$ cat src/rtl/cto_pkg.sv
package cto_pkg;

   localparam int unsigned WorkW = 18;
   localparam int unsigned PcW   = 5;
   localparam int unsigned ModW  = 9;
   localparam int unsigned RecW  = 21;
   localparam int unsigned RecSh = 24;

   typedef enum logic [3:0] {
      OP_NOP,
      OP_MUL,
      OP_CARRY,
      OP_MIDNIGHT,
      OP_MON_BACK,
      OP_YR_BACK,
      OP_YR_FWD,
      OP_MON_PREV,
      OP_MON_NEXT,
      OP_DONE
   } op_type;

   typedef enum logic [2:0] {
      SRC_SEC,
      SRC_MIN,
      SRC_HR,
      SRC_MON,
      SRC_YEAR
   } src_type;

   typedef enum logic [2:0] {
      C_NEVER,
      C_ALWAYS,
      C_SEC_LEAP,
      C_DAY_SMALL,
      C_MON_ZERO,
      C_DAY_POS,
      C_FITS_YEAR,
      C_FITS_MONTH
   } cond_type;

   typedef struct packed {
      op_type           op;
      src_type          src;
      cond_type         cond;
      logic             rpt;
      logic [PcW-1:0]   target;
   } ucw_type;

   typedef struct packed {
      op_type  op;
      src_type src;
   } ctl_type;

   typedef struct packed {
      logic sec_leap;
      logic day_small;
      logic mon_zero;
      logic day_pos;
      logic fits_year;
      logic fits_month;
   } flags_type;

   // jump targets
   localparam logic [PcW-1:0] StMinDiv   = 5'd3;
   localparam logic [PcW-1:0] StYrBack   = 5'd16;
   localparam logic [PcW-1:0] StYrFwd    = 5'd17;
   localparam logic [PcW-1:0] StMonPrev  = 5'd18;
   localparam logic [PcW-1:0] StMonNext  = 5'd19;
   localparam logic [PcW-1:0] StDone     = 5'd20;
   localparam logic [PcW-1:0] StNone     = 5'd0;

   function automatic ucw_type mk(op_type op, src_type src, cond_type cond, logic rpt,
                                  logic [PcW-1:0] target);
      ucw_type w;
      w.op     = op;
      w.src    = src;
      w.cond   = cond;
      w.rpt    = rpt;
      w.target = target;
      return w;
   endfunction

   // microprogram
   function automatic ucw_type ucode(logic [PcW-1:0] pc);
      ucw_type w;
      unique case (pc)
         5'd0:  w = mk(OP_NOP,      SRC_SEC,  C_SEC_LEAP,   1'b0, StMinDiv);
         5'd1:  w = mk(OP_MUL,      SRC_SEC,  C_NEVER,      1'b0, StNone);
         5'd2:  w = mk(OP_CARRY,    SRC_SEC,  C_NEVER,      1'b0, StNone);
         5'd3:  w = mk(OP_MUL,      SRC_MIN,  C_NEVER,      1'b0, StNone);
         5'd4:  w = mk(OP_CARRY,    SRC_MIN,  C_NEVER,      1'b0, StNone);
         5'd5:  w = mk(OP_MUL,      SRC_YEAR, C_NEVER,      1'b0, StNone);
         5'd6:  w = mk(OP_CARRY,    SRC_YEAR, C_NEVER,      1'b0, StNone);
         5'd7:  w = mk(OP_MIDNIGHT, SRC_SEC,  C_NEVER,      1'b0, StNone);
         5'd8:  w = mk(OP_MUL,      SRC_HR,   C_NEVER,      1'b0, StNone);
         5'd9:  w = mk(OP_CARRY,    SRC_HR,   C_NEVER,      1'b0, StNone);
         5'd10: w = mk(OP_MUL,      SRC_MON,  C_NEVER,      1'b0, StNone);
         5'd11: w = mk(OP_CARRY,    SRC_MON,  C_NEVER,      1'b0, StNone);
         5'd12: w = mk(OP_MUL,      SRC_YEAR, C_NEVER,      1'b0, StNone);
         5'd13: w = mk(OP_CARRY,    SRC_YEAR, C_NEVER,      1'b0, StNone);
         5'd14: w = mk(OP_NOP,      SRC_SEC,  C_DAY_SMALL,  1'b0, StMonPrev);
         5'd15: w = mk(OP_MON_BACK, SRC_SEC,  C_MON_ZERO,   1'b1, StYrBack);
         5'd16: w = mk(OP_YR_BACK,  SRC_SEC,  C_DAY_POS,    1'b1, StYrFwd);
         5'd17: w = mk(OP_YR_FWD,   SRC_SEC,  C_FITS_YEAR,  1'b1, StMonPrev);
         5'd18: w = mk(OP_MON_PREV, SRC_SEC,  C_DAY_POS,    1'b1, StMonNext);
         5'd19: w = mk(OP_MON_NEXT, SRC_SEC,  C_FITS_MONTH, 1'b1, StDone);
         default: w = mk(OP_DONE,   SRC_SEC,  C_NEVER,      1'b0, StNone);
      endcase
      return w;
   endfunction

   function automatic logic [ModW-1:0] div_base(src_type src);
      logic [ModW-1:0] b;
      unique case (src)
         SRC_SEC:  b = 9'd60;
         SRC_MIN:  b = 9'd60;
         SRC_HR:   b = 9'd24;
         SRC_MON:  b = 9'd12;
         SRC_YEAR: b = 9'd400;
         default:  b = 9'd60;
      endcase
      return b;
   endfunction

   // floor(2^RecSh / base)
   function automatic logic [RecW-1:0] div_recip(src_type src);
      logic [RecW-1:0] m;
      unique case (src)
         SRC_SEC:  m = 21'd279620;
         SRC_MIN:  m = 21'd279620;
         SRC_HR:   m = 21'd699050;
         SRC_MON:  m = 21'd1398101;
         SRC_YEAR: m = 21'd41943;
         default:  m = 21'd279620;
      endcase
      return m;
   endfunction

   // r is the full year modulo 400
   function automatic logic is_leap(logic [ModW-1:0] r);
      return (r[1:0] == 2'b00) && (r != 9'd100) && (r != 9'd200) && (r != 9'd300);
   endfunction

   function automatic logic [4:0] month_len(logic signed [WorkW-1:0] m, logic leap);
      logic [3:0] idx;
      logic [4:0] len;
      idx = (m < 0 || m > 11) ? 4'd0 : m[3:0];
      unique case (idx)
         4'd1:                      len = leap ? 5'd29 : 5'd28;
         4'd3, 4'd5, 4'd8, 4'd10:   len = 5'd30;
         default:                   len = 5'd31;
      endcase
      return len;
   endfunction

endpackage

$ cat src/rtl/calendar_time_normalizer.sv
// Calendar time normaliser.
// req_ carries one broken-down time per word: six signed 16-bit fields that
// may lie out of range. rsp_ returns one word per request with every field
// normalised (seconds 0..60, minutes, hours, day of month, month, year from
// 1900 on 17 bits).
// One request is worked on at a time; req_tready is high whenever the
// sequencer is idle, also while a finished word still waits on rsp_.
// Seconds of exactly 60 skip the seconds carry. The day is brought into its
// month by stepping months; when the day magnitude exceeds 366, the month is
// first stepped back to zero and whole years are stepped as well. A new word
// is taken from the cycle after the result is loaded. The year and month
// stepping loops of the microcode take one step per cycle; each floor carry
// takes a multiply step and a carry step through the shared
// reciprocal-multiply divider.
// If rsp_tready is low the result word is held in the output register; a
// later item runs to its final step and then waits there until the
// register frees up.
// Reset clears the sequencer and the output valid; no clearing pass.
module calendar_time_normalizer (
   input  logic        clock,
   input  logic        reset,
   input  logic        req_tvalid,
   output logic        req_tready,
   // sec_in[15:0], min_in[31:16], hour_in[47:32], day_in[63:48],
   // month_in[79:64], year_in[95:80]
   input  logic [95:0] req_tdata,
   output logic        rsp_tvalid,
   input  logic        rsp_tready,
   // second[5:0], minute[11:6], hour[16:12], day[21:17], month[25:22],
   // year[42:26], zero[47:43]
   output logic [47:0] rsp_tdata
);

   logic                 req_fire;
   logic                 busy;
   logic                 done;
   logic                 out_free;
   cto_pkg::ctl_type     ctl;
   cto_pkg::flags_type   flags;

   logic [5:0]           second;
   logic [5:0]           minute;
   logic [4:0]           hour;
   logic [4:0]           day;
   logic [3:0]           month;
   logic signed [16:0]   year;

   logic                 rsp_tvalid_ff, rsp_tvalid_in;
   logic [47:0]          rsp_tdata_ff,  rsp_tdata_in;

   assign req_tready = !busy;
   assign req_fire   = req_tvalid && req_tready;
   assign out_free   = !rsp_tvalid_ff || rsp_tready;

   cto_seq u_seq (
      .clock    (clock),
      .reset    (reset),
      .start    (req_fire),
      .out_free (out_free),
      .flags    (flags),
      .ctl      (ctl),
      .busy     (busy),
      .done     (done)
   );

   cto_dp u_dp (
      .clock    (clock),
      .load     (req_fire),
      .sec_in   (req_tdata[15:0]),
      .min_in   (req_tdata[31:16]),
      .hour_in  (req_tdata[47:32]),
      .day_in   (req_tdata[63:48]),
      .month_in (req_tdata[79:64]),
      .year_in  (req_tdata[95:80]),
      .ctl      (ctl),
      .flags    (flags),
      .second   (second),
      .minute   (minute),
      .hour     (hour),
      .day      (day),
      .month    (month),
      .year     (year)
   );

   always_comb begin
      rsp_tvalid_in = rsp_tvalid_ff;
      rsp_tdata_in  = rsp_tdata_ff;
      if (done) begin
         rsp_tvalid_in = 1'b1;
         rsp_tdata_in  = {5'b0, year, month, day, hour, minute, second};
      end else if (rsp_tready) begin
         rsp_tvalid_in = 1'b0;
      end
   end

   always_ff @(posedge clock) begin
      if (reset) begin
         rsp_tvalid_ff <= 1'b0;
      end else begin
         rsp_tvalid_ff <= rsp_tvalid_in;
      end
      rsp_tdata_ff <= rsp_tdata_in;
   end

   assign rsp_tvalid = rsp_tvalid_ff;
   assign rsp_tdata  = rsp_tdata_ff;

   a_busy_after_accept: assert property (@(posedge clock) disable iff (reset)
      req_fire |=> !req_tready)
      else $error("sequencer idle after accepting a word");

   a_month_range: assert property (@(posedge clock) disable iff (reset)
      rsp_tvalid |-> rsp_tdata[25:22] <= 4'd11)
      else $error("month out of range");

   a_time_range: assert property (@(posedge clock) disable iff (reset)
      rsp_tvalid |-> (rsp_tdata[5:0] <= 6'd60) && (rsp_tdata[11:6] <= 6'd59) &&
                     (rsp_tdata[16:12] <= 5'd23) && (rsp_tdata[21:17] != 5'd0))
      else $error("time field out of range");

   a_done_when_free: assert property (@(posedge clock) disable iff (reset)
      done |-> busy && out_free)
      else $error("result loaded over a pending word");

endmodule

$ cat src/rtl/cto_div.sv
module cto_div (
   input  logic                                 clock,
   input  logic                                 start,
   input  logic signed [cto_pkg::WorkW-1:0]     x,
   input  cto_pkg::src_type                     src,
   output logic signed [cto_pkg::WorkW-1:0]     q,
   output logic        [cto_pkg::ModW-1:0]      r
);

   localparam int W  = cto_pkg::WorkW;
   localparam int AW = W - 1;
   localparam int PW = AW + cto_pkg::RecW;
   localparam int QW = PW - cto_pkg::RecSh;
   localparam int BW = cto_pkg::ModW;

   logic          neg_ff;
   logic [AW-1:0] mag_ff;
   logic [PW-1:0] prod_ff;

   logic signed [W-1:0] neg_x;
   logic [AW-1:0]       mag;
   logic [QW-1:0]       q_est;
   logic [QW-1:0]       q_mag;
   logic [W-1:0]        q_b;
   logic [W-1:0]        rem0;
   logic [BW-1:0]       r_mag;
   logic [BW-1:0]       base;

   assign neg_x = -x;
   assign mag   = x[W-1] ? neg_x[AW-1:0] : x[AW-1:0];

   always_ff @(posedge clock) begin
      if (start) begin
         neg_ff  <= x[W-1];
         mag_ff  <= mag;
         prod_ff <= PW'(mag) * PW'(cto_pkg::div_recip(src));
      end
   end

   // estimate is exact or one low
   always_comb begin
      base  = cto_pkg::div_base(src);
      q_est = prod_ff[PW-1:cto_pkg::RecSh];
      q_b   = W'(q_est) * W'(base);
      rem0  = W'(mag_ff) - q_b;
      if (rem0 >= W'(base)) begin
         q_mag = q_est + 1'b1;
         r_mag = BW'(rem0 - W'(base));
      end else begin
         q_mag = q_est;
         r_mag = BW'(rem0);
      end
      if (!neg_ff) begin
         q = $signed(W'(q_mag));
         r = r_mag;
      end else if (r_mag == '0) begin
         q = -$signed(W'(q_mag));
         r = '0;
      end else begin
         q = -$signed(W'(q_mag)) - W'(1);
         r = base - r_mag;
      end
   end

endmodule

$ cat src/rtl/cto_dp.sv
module cto_dp (
   input  logic                      clock,
   input  logic                      load,
   input  logic signed [15:0]        sec_in,
   input  logic signed [15:0]        min_in,
   input  logic signed [15:0]        hour_in,
   input  logic signed [15:0]        day_in,
   input  logic signed [15:0]        month_in,
   input  logic signed [15:0]        year_in,
   input  cto_pkg::ctl_type          ctl,
   output cto_pkg::flags_type        flags,
   output logic [5:0]                second,
   output logic [5:0]                minute,
   output logic [4:0]                hour,
   output logic [4:0]                day,
   output logic [3:0]                month,
   output logic signed [16:0]        year
);

   localparam int W  = cto_pkg::WorkW;
   localparam int BW = cto_pkg::ModW;

   logic signed [W-1:0] t_sec_ff, t_sec_in;
   logic signed [W-1:0] t_min_ff, t_min_in;
   logic signed [W-1:0] t_hr_ff,  t_hr_in;
   logic signed [W-1:0] t_day_ff, t_day_in;
   logic signed [W-1:0] t_mon_ff, t_mon_in;
   logic signed [W-1:0] t_yr_ff,  t_yr_in;
   logic [BW-1:0]       r400_ff,  r400_in;

   logic signed [W-1:0] div_x;
   logic signed [W-1:0] div_q;
   logic [BW-1:0]       div_r;
   logic signed [W-1:0] r_ext;

   logic [BW-1:0]       r400_up;
   logic [BW-1:0]       r400_dn;
   logic                leap_now;
   logic                leap_dn;
   logic signed [W-1:0] ylen_now;
   logic signed [W-1:0] ylen_dn;
   logic signed [W-1:0] mlen_now;
   logic signed [W-1:0] mon_dn;
   logic signed [W-1:0] mon_prev;
   logic signed [W-1:0] mlen_dn;
   logic signed [W-1:0] mlen_prev;
   logic signed [W-1:0] day_inc;
   logic                mon_valid;

   always_comb begin
      unique case (ctl.src)
         cto_pkg::SRC_SEC:  div_x = t_sec_ff;
         cto_pkg::SRC_MIN:  div_x = t_min_ff;
         cto_pkg::SRC_HR:   div_x = t_hr_ff;
         cto_pkg::SRC_MON:  div_x = t_mon_ff;
         cto_pkg::SRC_YEAR: div_x = t_yr_ff + W'(1900);
         default:           div_x = t_sec_ff;
      endcase
   end

   cto_div u_div (
      .clock (clock),
      .start (ctl.op == cto_pkg::OP_MUL),
      .x     (div_x),
      .src   (ctl.src),
      .q     (div_q),
      .r     (div_r)
   );

   assign r_ext     = $signed(W'(div_r));
   assign r400_up   = (r400_ff == 9'd399) ? '0 : r400_ff + 1'b1;
   assign r400_dn   = (r400_ff == '0) ? 9'd399 : r400_ff - 1'b1;
   assign leap_now  = cto_pkg::is_leap(r400_ff);
   assign leap_dn   = cto_pkg::is_leap(r400_dn);
   assign ylen_now  = W'(365) + W'(leap_now);
   assign ylen_dn   = W'(365) + W'(leap_dn);
   assign mlen_now  = $signed(W'(cto_pkg::month_len(t_mon_ff, leap_now)));
   assign mon_dn    = t_mon_ff - W'(1);
   assign mon_prev  = (t_mon_ff == 0) ? W'(11) : mon_dn;
   assign mlen_dn   = $signed(W'(cto_pkg::month_len(mon_dn, leap_now)));
   assign mlen_prev = $signed(W'(cto_pkg::month_len(mon_prev, leap_now)));
   assign day_inc   = t_day_ff + W'(1);
   assign mon_valid = (t_mon_ff >= 0) && (t_mon_ff <= 11);

   always_comb begin
      t_sec_in = t_sec_ff;
      t_min_in = t_min_ff;
      t_hr_in  = t_hr_ff;
      t_day_in = t_day_ff;
      t_mon_in = t_mon_ff;
      t_yr_in  = t_yr_ff;
      r400_in  = r400_ff;
      if (load) begin
         t_sec_in = W'(sec_in);
         t_min_in = W'(min_in);
         t_hr_in  = W'(hour_in);
         t_day_in = W'(day_in);
         t_mon_in = W'(month_in);
         t_yr_in  = W'(year_in);
      end else begin
         unique case (ctl.op)
            cto_pkg::OP_CARRY: begin
               unique case (ctl.src)
                  cto_pkg::SRC_SEC: begin
                     t_sec_in = r_ext;
                     t_min_in = t_min_ff + div_q;
                  end
                  cto_pkg::SRC_MIN: begin
                     t_min_in = r_ext;
                     t_hr_in  = t_hr_ff + div_q;
                  end
                  cto_pkg::SRC_HR: begin
                     t_hr_in  = r_ext;
                     t_day_in = t_day_ff + div_q;
                  end
                  cto_pkg::SRC_MON: begin
                     t_mon_in = r_ext;
                     t_yr_in  = t_yr_ff + div_q;
                  end
                  default: r400_in = div_r;
               endcase
            end
            cto_pkg::OP_MIDNIGHT: begin
               if (t_hr_ff == 24 && t_min_ff == 0 && t_sec_ff == 0) begin
                  t_hr_in  = '0;
                  t_day_in = day_inc;
                  if (mon_valid && day_inc > mlen_now) begin
                     t_day_in = W'(1);
                     if (t_mon_ff == 11) begin
                        t_mon_in = '0;
                        t_yr_in  = t_yr_ff + W'(1);
                     end else begin
                        t_mon_in = t_mon_ff + W'(1);
                     end
                  end
               end
            end
            cto_pkg::OP_MON_BACK: begin
               t_mon_in = mon_dn;
               t_day_in = t_day_ff + mlen_dn;
            end
            cto_pkg::OP_YR_BACK: begin
               t_yr_in  = t_yr_ff - W'(1);
               r400_in  = r400_dn;
               t_day_in = t_day_ff + ylen_dn;
            end
            cto_pkg::OP_YR_FWD: begin
               t_yr_in  = t_yr_ff + W'(1);
               r400_in  = r400_up;
               t_day_in = t_day_ff - ylen_now;
            end
            cto_pkg::OP_MON_PREV: begin
               t_mon_in = mon_prev;
               t_day_in = t_day_ff + mlen_prev;
               if (t_mon_ff == 0) begin
                  t_yr_in = t_yr_ff - W'(1);
                  r400_in = r400_dn;
               end
            end
            cto_pkg::OP_MON_NEXT: begin
               t_day_in = t_day_ff - mlen_now;
               if (t_mon_ff == 11) begin
                  t_mon_in = '0;
                  t_yr_in  = t_yr_ff + W'(1);
                  r400_in  = r400_up;
               end else begin
                  t_mon_in = t_mon_ff + W'(1);
               end
            end
            default: begin
            end
         endcase
      end
   end

   always_ff @(posedge clock) begin
      t_sec_ff <= t_sec_in;
      t_min_ff <= t_min_in;
      t_hr_ff  <= t_hr_in;
      t_day_ff <= t_day_in;
      t_mon_ff <= t_mon_in;
      t_yr_ff  <= t_yr_in;
      r400_ff  <= r400_in;
   end

   always_comb begin
      flags.sec_leap   = (t_sec_ff == 60);
      flags.day_small  = (t_day_ff <= 366) && (t_day_ff >= -366);
      flags.mon_zero   = (t_mon_ff == 0);
      flags.day_pos    = (t_day_ff >= 1);
      flags.fits_year  = (t_day_ff <= ylen_now);
      flags.fits_month = (t_day_ff <= mlen_now);
   end

   assign second = t_sec_ff[5:0];
   assign minute = t_min_ff[5:0];
   assign hour   = t_hr_ff[4:0];
   assign day    = t_day_ff[4:0];
   assign month  = t_mon_ff[3:0];
   assign year   = t_yr_ff[16:0];

endmodule

$ cat src/rtl/cto_seq.sv
module cto_seq (
   input  logic                clock,
   input  logic                reset,
   input  logic                start,
   input  logic                out_free,
   input  cto_pkg::flags_type  flags,
   output cto_pkg::ctl_type    ctl,
   output logic                busy,
   output logic                done
);

   localparam int PW = cto_pkg::PcW;

   logic          busy_ff, busy_in;
   logic [PW-1:0] pc_ff,   pc_in;

   cto_pkg::ucw_type cw;
   logic             cond_true;

   assign cw = cto_pkg::ucode(pc_ff);

   always_comb begin
      unique case (cw.cond)
         cto_pkg::C_NEVER:      cond_true = 1'b0;
         cto_pkg::C_ALWAYS:     cond_true = 1'b1;
         cto_pkg::C_SEC_LEAP:   cond_true = flags.sec_leap;
         cto_pkg::C_DAY_SMALL:  cond_true = flags.day_small;
         cto_pkg::C_MON_ZERO:   cond_true = flags.mon_zero;
         cto_pkg::C_DAY_POS:    cond_true = flags.day_pos;
         cto_pkg::C_FITS_YEAR:  cond_true = flags.fits_year;
         cto_pkg::C_FITS_MONTH: cond_true = flags.fits_month;
         default:               cond_true = 1'b0;
      endcase
   end

   always_comb begin
      pc_in   = pc_ff;
      busy_in = busy_ff;
      ctl.op  = cto_pkg::OP_NOP;
      ctl.src = cw.src;
      done    = 1'b0;
      if (start) begin
         pc_in   = '0;
         busy_in = 1'b1;
      end else if (busy_ff) begin
         if (cond_true) begin
            pc_in = cw.target;
         end else if (cw.op == cto_pkg::OP_DONE) begin
            if (out_free) begin
               done    = 1'b1;
               busy_in = 1'b0;
            end
         end else begin
            ctl.op = cw.op;
            pc_in  = cw.rpt ? pc_ff : pc_ff + 1'b1;
         end
      end
   end

   always_ff @(posedge clock) begin
      if (reset) begin
         busy_ff <= 1'b0;
         pc_ff   <= '0;
      end else begin
         busy_ff <= busy_in;
         pc_ff   <= pc_in;
      end
   end

   assign busy = busy_ff;

endmodule
$ cat config.mk
export PLATFORM = sky130hd
export DESIGN_NAME = calendar_time_normalizer
export DESIGN_NICKNAME = d
export VERILOG_FILES = /design/src/rtl/cto_pkg.sv /design/src/rtl/calendar_time_normalizer.sv /design/src/rtl/cto_div.sv /design/src/rtl/cto_dp.sv /design/src/rtl/cto_seq.sv
export SDC_FILE = /design/constraint.sdc
export NUM_CORES = 2
export LEC_CHECK = 0
export BUFFER_PORTS_ARGS = -buffer_cell sky130_fd_sc_hd__buf_2
export CELL_PAD_IN_SITES_DETAIL_PLACEMENT = 0
export CELL_PAD_IN_SITES_GLOBAL_PLACEMENT = 1
export CORE_AREA = 5 5 258 260
export CTS_CLUSTER_DIAMETER = 30
export CTS_CLUSTER_SIZE = 16
export DETAILED_ROUTE_END_ITERATION = 8
export DIE_AREA = 0 0 263 265
export GPL_ROUTABILITY_DRIVEN = 1
export MAX_ROUTING_LAYER = met4
export PLACE_DENSITY_LB_ADDON = 0.08
export SLEW_MARGIN = 5
export SYNTH_ARGS = -nofsm -noshare
export SYNTH_HDL_FRONTEND = slang
export SYNTH_SLANG_ARGS = --single-unit
$ cat constraint.sdc
create_clock -name clock -period 26.6 [get_ports clock]
set_input_delay 0 -clock clock [delete_from_list [all_inputs] [get_ports clock]]
set_output_delay 0 -clock clock [all_outputs]
set_load 0.1 [all_outputs]
Yosys cells after proc, flatten, opt, wreduce, memory -nomap -nowiden. Memory sizes are Yosys's and may differ from the RTL's. A register that Yosys moved wholly into a read port is not among the register bits. Cells that the tools add are included.

$add $sub $neg: 27. Multipliers: 2. $lt $le $gt $ge: 15. Equality and inequality tests: 56. Multiplexer cells: 75. Bitwise gates (word level): 1. Reduce and logical (&&, ||, !) cells: 49.

Operator list (number): two-way mux 18 bit (25); case mux 18 bit (7 select lines) (1); case mux 18 bit (2 select lines) (3); case mux 18 bit (6 select lines) (1); logical NOT 32 bit (3); case mux 18 bit (5 select lines) (1); adder 18 bit (4); two-way mux 9 bit (8); case mux 18 bit (4 select lines) (1); case mux 21 bit (3 select lines) (1); adder 18 x 2 -> 18 bit (second input constant) (3); greater-than comparator 18 x 5 -> 1 bit (second input constant) (3); less-than comparator 18 x 1 -> 1 bit (second input constant) (3); subtractor 18 x 2 -> 18 bit (second input constant) (3); case mux 9 bit (5 select lines) (1); multiplier 17 x 21 -> 38 bit (1); adder 18 x 6 -> 18 bit (2); equality test 4 bit (second input constant) (8); case mux 5 bit (2 select lines) (3); equality test 4 x 3 -> 1 bit (second input constant) (7); two-way mux 4 bit (7); case mux 9 bit (3 select lines) (1); two-way mux 5 bit (5); two-way mux 21 bit (1); 63 further kinds (129).

Bits in registers: 223. ROM bits: 480. Input port bits: 100. Memories: 1.

Memories: (name not given) (words 32, width 15, read ports 1, clocked after Yosys merged registers in 1, write ports 0, RTL line cto_pkg.sv:86) `unique case (pc)`.

Logic depth before layout (Yosys ltp).
Depth in word-level cells: 14. Gate-level depth with buffers: 60.

By module. Synthesis repeated with hierarchy kept, for this count alone.

Cell total of the unflattened synthesis: 3748. Area, all modules: 32786.4 µm².

By module, submodules not included: cto_div (times used 1, cells each 1751, area an instance 15967.8 µm², seq. area each 960.9 µm²); cto_dp (times used 1, cells each 1789, area an instance 14084.8 µm², seq. area each 3453.3 µm²); calendar_time_normalizer (times used 1, cells each 55, area an instance 1388.8 µm², seq. area each 1311.3 µm²); cto_seq (times used 1, cells each 153, area an instance 1345.0 µm², seq. area each 400.4 µm²).

Worst setup path before layout. OpenSTA, ideal clock, no wires.

Path type: flip-flop to flip-flop. From: register, netlist name u_seq.cw[10]. To: register u_dp.t_yr_ff[17] (data pin). Library setup time: 272 ps. Arrival time: 13397 ps. Required time: 26328 ps. Path slack: 12931 ps. Cell stages (with the launch flop): 51. Buffers on the path: 7. Clock period less this slack: 13669 ps. Cells stage by stage: dfxtp_1 buf_2 buf_1 buf_1 nand3b_1 nand2_1 inv_1 clkbuf_1 and3_1 fa_1 inv_1 fa_1 fa_1 inv_1 fa_1 fa_1 inv_1 ha_1 [... 15 more ...] and3_1 a22o_1 nand4_1 o311a_1 or3_1 a2111oi_0 mux2i_1 a2111o_1 a2111oi_4 nand2b_1 a21oi_1 ha_1 a21oi_1 o21ai_0 xnor2_1 nand2b_1 mux2i_1 or4b_1.

Word-level cells in the longest chain between the ends: 14.

Ends and longest elaborated chain: equality test 3 bit or equality test 3 x 2 -> 1 bit (tied branches) (RTL line cto_pkg.sv:114) `unique case (src)`; case mux 9 bit (3 select lines) (*) (RTL line cto_pkg.sv:114); multiplier 14 x 9 -> 18 bit (RTL line cto_div.sv:44) `q_b = W'(q_est) * W'(base);`; subtractor 17 x 18 -> 18 bit (RTL line cto_div.sv:45) `rem0 = W'(mag_ff) - q_b;`; >= comparator 18 x 9 -> 1 bit (RTL line cto_div.sv:46) `if (rem0 >= W'(base)) begin`; two-way mux 14 bit (RTL line cto_div.sv:46); negator 14 -> 18 bit (RTL line cto_div.sv:57, cto_div.sv:60); subtractor 18 x 2 -> 18 bit (RTL line cto_div.sv:60) `q = -$signed(W'(q_mag)) - W'(1);`; two-way mux 18 bit (RTL line cto_div.sv:56) `end else if (r_mag == '0) begin`; two-way mux 18 bit (*) (RTL line cto_div.sv:53) `if (!neg_ff) begin`; adder 18 bit (*) (RTL line cto_dp.sv:118) `t_yr_in = t_yr_ff + div_q;`; two-way mux 18 bit (*) (RTL line cto_dp.sv:103) `unique case (ctl.src)`; case mux 18 bit (6 select lines) (*) (RTL line cto_dp.sv:101) `unique case (ctl.op)`; two-way mux 18 bit (*) (RTL line cto_dp.sv:93) `if (load) begin`; net u_dp.t_yr_in[17] (RTL line cto_dp.sv:28) `logic signed [W-1:0] t_yr_ff, t_yr_in;`; end signal: assignment (RTL line cto_dp.sv:182) `t_yr_ff <= t_yr_in;`; end: declaration (RTL line cto_dp.sv:28).

Mark *: on every way through the listed nets, which the timed path passes. The rest lies on a longest branch. The select of a mux whose other input is x is not followed. A chain may end at the register's enable or synchronous reset.

Final worst setup path.
From: register, netlist name u_seq.cw[10]. To: register u_dp.t_yr_ff[17] (data pin).

Word-level cells in the longest chain between the ends: 14.

Ends and longest elaborated chain (RTL line): equality test 3 bit or equality test 3 x 2 -> 1 bit (tied branches) (cto_pkg.sv:114); case mux 9 bit (3 select lines) (*) (cto_pkg.sv:114); multiplier 14 x 9 -> 18 bit (cto_div.sv:44); subtractor 17 x 18 -> 18 bit (cto_div.sv:45); >= comparator 18 x 9 -> 1 bit (cto_div.sv:46); two-way mux 14 bit (cto_div.sv:46); negator 14 -> 18 bit (cto_div.sv:57, cto_div.sv:60); subtractor 18 x 2 -> 18 bit (cto_div.sv:60); two-way mux 18 bit (cto_div.sv:56); two-way mux 18 bit (*) (cto_div.sv:53); adder 18 bit (*) (cto_dp.sv:118); two-way mux 18 bit (*) (cto_dp.sv:103); case mux 18 bit (6 select lines) (*) (cto_dp.sv:101); two-way mux 18 bit (*) (cto_dp.sv:93); net u_dp.t_yr_in[17] (cto_dp.sv:28).

Marked as above.

==> key figures <==
Routing
  – Mean routed wirelength per cell: about 24 um
  – Detail Route Antenna Nets: 0
  – Drt pass-1 iters: 9
  – Vias per inst: between 5 and 6
  – Met3 Wirelength: approximately 7.1 mm
  – DRC: 0
  – 1st-iter DRT viols: approximately 2700
  – Final WL: around 110 mm
  – Met2 wire length: about 55 mm
  – Max layer used: met4
  – WL met1: approximately 46 mm
  – DR vias: approximately 28000

Setup path
  – Crit. End Element: flop
  – FF-to-FF path depth: 54
  – Terminus of the critical flop-to-flop path: u_dp.t_yr_ff[17]
  – Slowest stage delay, CP: 780 ps
  – Crit path launch type: flop
  – Setup slack, reg-to-reg: approximately 11000 ps
  – WS Path Type: reg -> reg
  – Req. time, crit path: 26920 ps
  – FF-to-FF Start: u_seq.cw[10]
  – Worst path arrival time: approximately 16000 ps
  – Crit path max fanout: 31
  – Most frequent CP cell: a21oi_1
  – Crit. Startpoint: u_seq.cw[10]
  – Critical-path top delay cell: nor3_2

Run status
  – Outcome: completed

CTS
  – CTS max path bufs: 3
  – Post_cts resized: 0
  – Root Buffer: clkbuf_16
  – # hold bufs at CTS: 100
  – Clk sink count: between 200 and 250
  – CTS tree: yes
  – # Post-CTS Setup Buffers: 0
  – Skew-Pair Late Insertion Delay: between 600 and 700 ps
  – Depth of the CTS H-tree: 3
  – Clk slew on worst S/H paths: approximately 40 ps
  – CTS buffer count: 66

Place
  – Pre-CTS WS: about 11000 ps
  – RePlAce Congestion: 0.989
  – Port bufs: about 140
  – Area after DPL: 33100 um2
  – Dpl hpwl: roughly 90 mm

STA
  – RSZ-0062 raised after global routing: no
  – Worst rel slew slack: 21.6%
  – Fin Setup TNS: 0 ps
  – Clock period minus worst slack: approximately 16000 ps
  – Clk_skew: around 37 ps
  – Fmax: between 60 and 70 MHz
  – Tightest Pin Transition: ~1200 ps
  – Slew Limit Fails: 0
  – Final setup viols: 0
  – Final Hold Vio Count: 0
  – Final worst slack: between 10000 and 15000 ps
  – Final period util: between 50% and 60%

Pwr
  – Power per cell area: between 100 and 150 nW/um2
  – Leak: between 15 and 20 nW
  – Peak VDD IR: about 0.2 mV

Global route
  – Tot GR Track Use: about a third
  – First-pass GRT wire length: about 170 mm
  – Largest net degree at the start of global routing: 54
  – Initial antenna violation count: 1
  – Vias in the first global route: between 20000 and 30000
  – GR Overflow Total: 0

Die
  – DIE HEIGHT: 265 um
  – Core box area: ~64000 um2
  – Die width: between 200 and 300 um
  – Die ar.: ~70000 um2
  – Initial Util: 49.3%
  – IO Count: 150
  – Row count: 93

Logic synthesis
  – Ys async rst share: 0%
  – Avg Cell Area, Syn: between 8 and 9 um2
  – Ys flop type: edfxtp_1
  – Library cells used by synthesis: between 90 and 100
  – Post-synth EDFFs: 190
  – Sequential area share after synthesis: between 10% and 20%
  – Syn Inst Count: between 3000 and 4000
  – Mapped cell area: roughly 32000 um2
  – Yosys warns: 0
  – Yosys reg bits: around 210

Layout
  – Layout cell share with drive strength beyond 1: approximately a tenth
  – # nets final: between 4000 and 5000
  – # diodes: 0
  – Final core occ: 57.1%
  – Synthesis-to-layout area growth: 15.8%
  – Fin area: 36500 um2

Min path
  – Hold_sp: req_tdata[60]
  – Worst Hold End: u_dp.t_day_ff[12]
  – Hold crit path type: in -> reg
  – Worst Hold Depth: 3

Job
  – Number of max-cap violations: 0
[report_power, final]
part / internal (W) / switching (W) / total [W]
registers: 0.000499 / 0.000111 / 0.000610
logic: 0.00125 / 0.00205 / 0.00331
clock network: 0.000578 / 0.000263 / 0.000842
[worst max path at each step]
stage          depth (start not counted)  slack [ps]               end
2_1_floorplan                         50       12930  u_dp.t_yr_ff[17]
3_3_place_gp                          54       11450  u_dp.t_yr_ff[17]
3_5_place_dp                          47       11180  u_dp.t_yr_ff[17]
4_1_cts                               47       11120  u_dp.t_yr_ff[17]
5_1_grt                               54        9940  u_dp.t_yr_ff[17]
6_report                              54       10970  u_dp.t_yr_ff[17]
[placed cells by master (no fill, tap or decap), types with 138 or more instances in the layout]
cell type / count
buf_2: 144
inv_1: 572
o21ai_0: 165
a21oi_1: 200
nor2_1: 300
fa_1: 337
nand2_1: 325
edfxtp_1: 190
xnor2_1: 138
ha_1: 263
[per-stage QoR]
step                power (W)  std cells  hold WS, ps
CTS                   0.00473       4744          185
floorplan             0.00282       3637         69.1
detailed placement    0.00384       4522          282
finish                0.00476       4744          224
global placement      0.00378       4522          278
global route          0.00513       4744          225
[layer usage]
layer,GRT usage (%),up-vias
met3,3.82,241
li1,-,12800
met5,-,-
met2,54.2,1186
met1,41.0,13900
met4,12.6,0
[Yosys cell counts, types with 17 or more instances]
cell type	n	area share (%)
mux2i_1	27	0.86
nand2_1	326	3.9
a21o_1	23	0.55
fa_1	337	21
nor2b_1	25	0.50
nor3_1	74	1.2
inv_1	572	6.8
nor4_1	32	0.64
dfxtp_1	21	1.3
a21oi_1	202	3.2
o22ai_1	19	0.38
nand3_1	91	1.4
edfxtp_1	190	18
and2_1	53	1.1
a31oi_1	29	0.58
nor2_1	303	3.6
xor2_1	63	1.8
mux4_2	17	1.2
clkbuf_1	131	1.6
and3_1	60	1.2
nand4_1	29	0.58
nand2b_1	28	0.56
xnor2_1	138	3.8
o21a_1	19	0.45
o31ai_1	26	0.62
or3_1	22	0.44
ha_1	263	10
o21ai_0	169	2.7
o221ai_1	23	0.64
o21bai_1	37	0.88
[state kept, by name, indices dropped and copies added (netlist names)]
name / cells
u_dp.t_mon_ff: 18
u_dp.t_yr_ff: 18
u_dp.u_div.neg_ff: 1
u_dp.t_day_ff: 18
u_seq.pc_ff: 5
u_dp.r400_ff: 9
rsp_tvalid: 1
u_seq.busy: 1
u_dp.t_sec_ff: 16
u_dp.t_min_ff: 18
rsp_tdata: 43
u_dp.u_div.mag_ff: 17
u_dp.u_div.prod_ff: 14
u_seq.cw: 14
u_dp.t_hr_ff: 18
[cell type report]
type / instances / area, um2
repair buffers: 286 / 2040
multi-input cells: 2693 / 22700
well taps: 855 / 1070
fillers: 5769 / 27400
clock buffers: 71 / 1710
flip-flops and latches: 211 / 6130
inverters: 577 / 2170
clock inverters: 51 / 709
[critical path: cells and delay by family (launching register included)]
kind | cells | cell delay [ps]
AO/OA/AOI/OAI | 16 | 3200
XOR/XNOR | 3 | 1150
adder cells (fa/ha/maj) | 8 | 3870
buffers and inverters | 11 | 2170
flip-flops | 1 | 290
multiplexers | 3 | 430
AND/OR/NAND/NOR | 13 | 4150
[kinds of logic (layout without fill, tap and decap cells)]
family	count (synthesis)	count (layout)	synth area share, %
buffers and inverters	733	985	8.86
adders and majority gates	600	600	31.8
and+or+nand+nor	1115	1115	16.9
xor gates and xnor gates	203	203	5.71
DFF	211	211	19.4
other	1	5	0.0119
muxes	55	55	2.46
AOI/OAI and AO/OA	715	715	14.8
(Power assumes the default switching activity.)
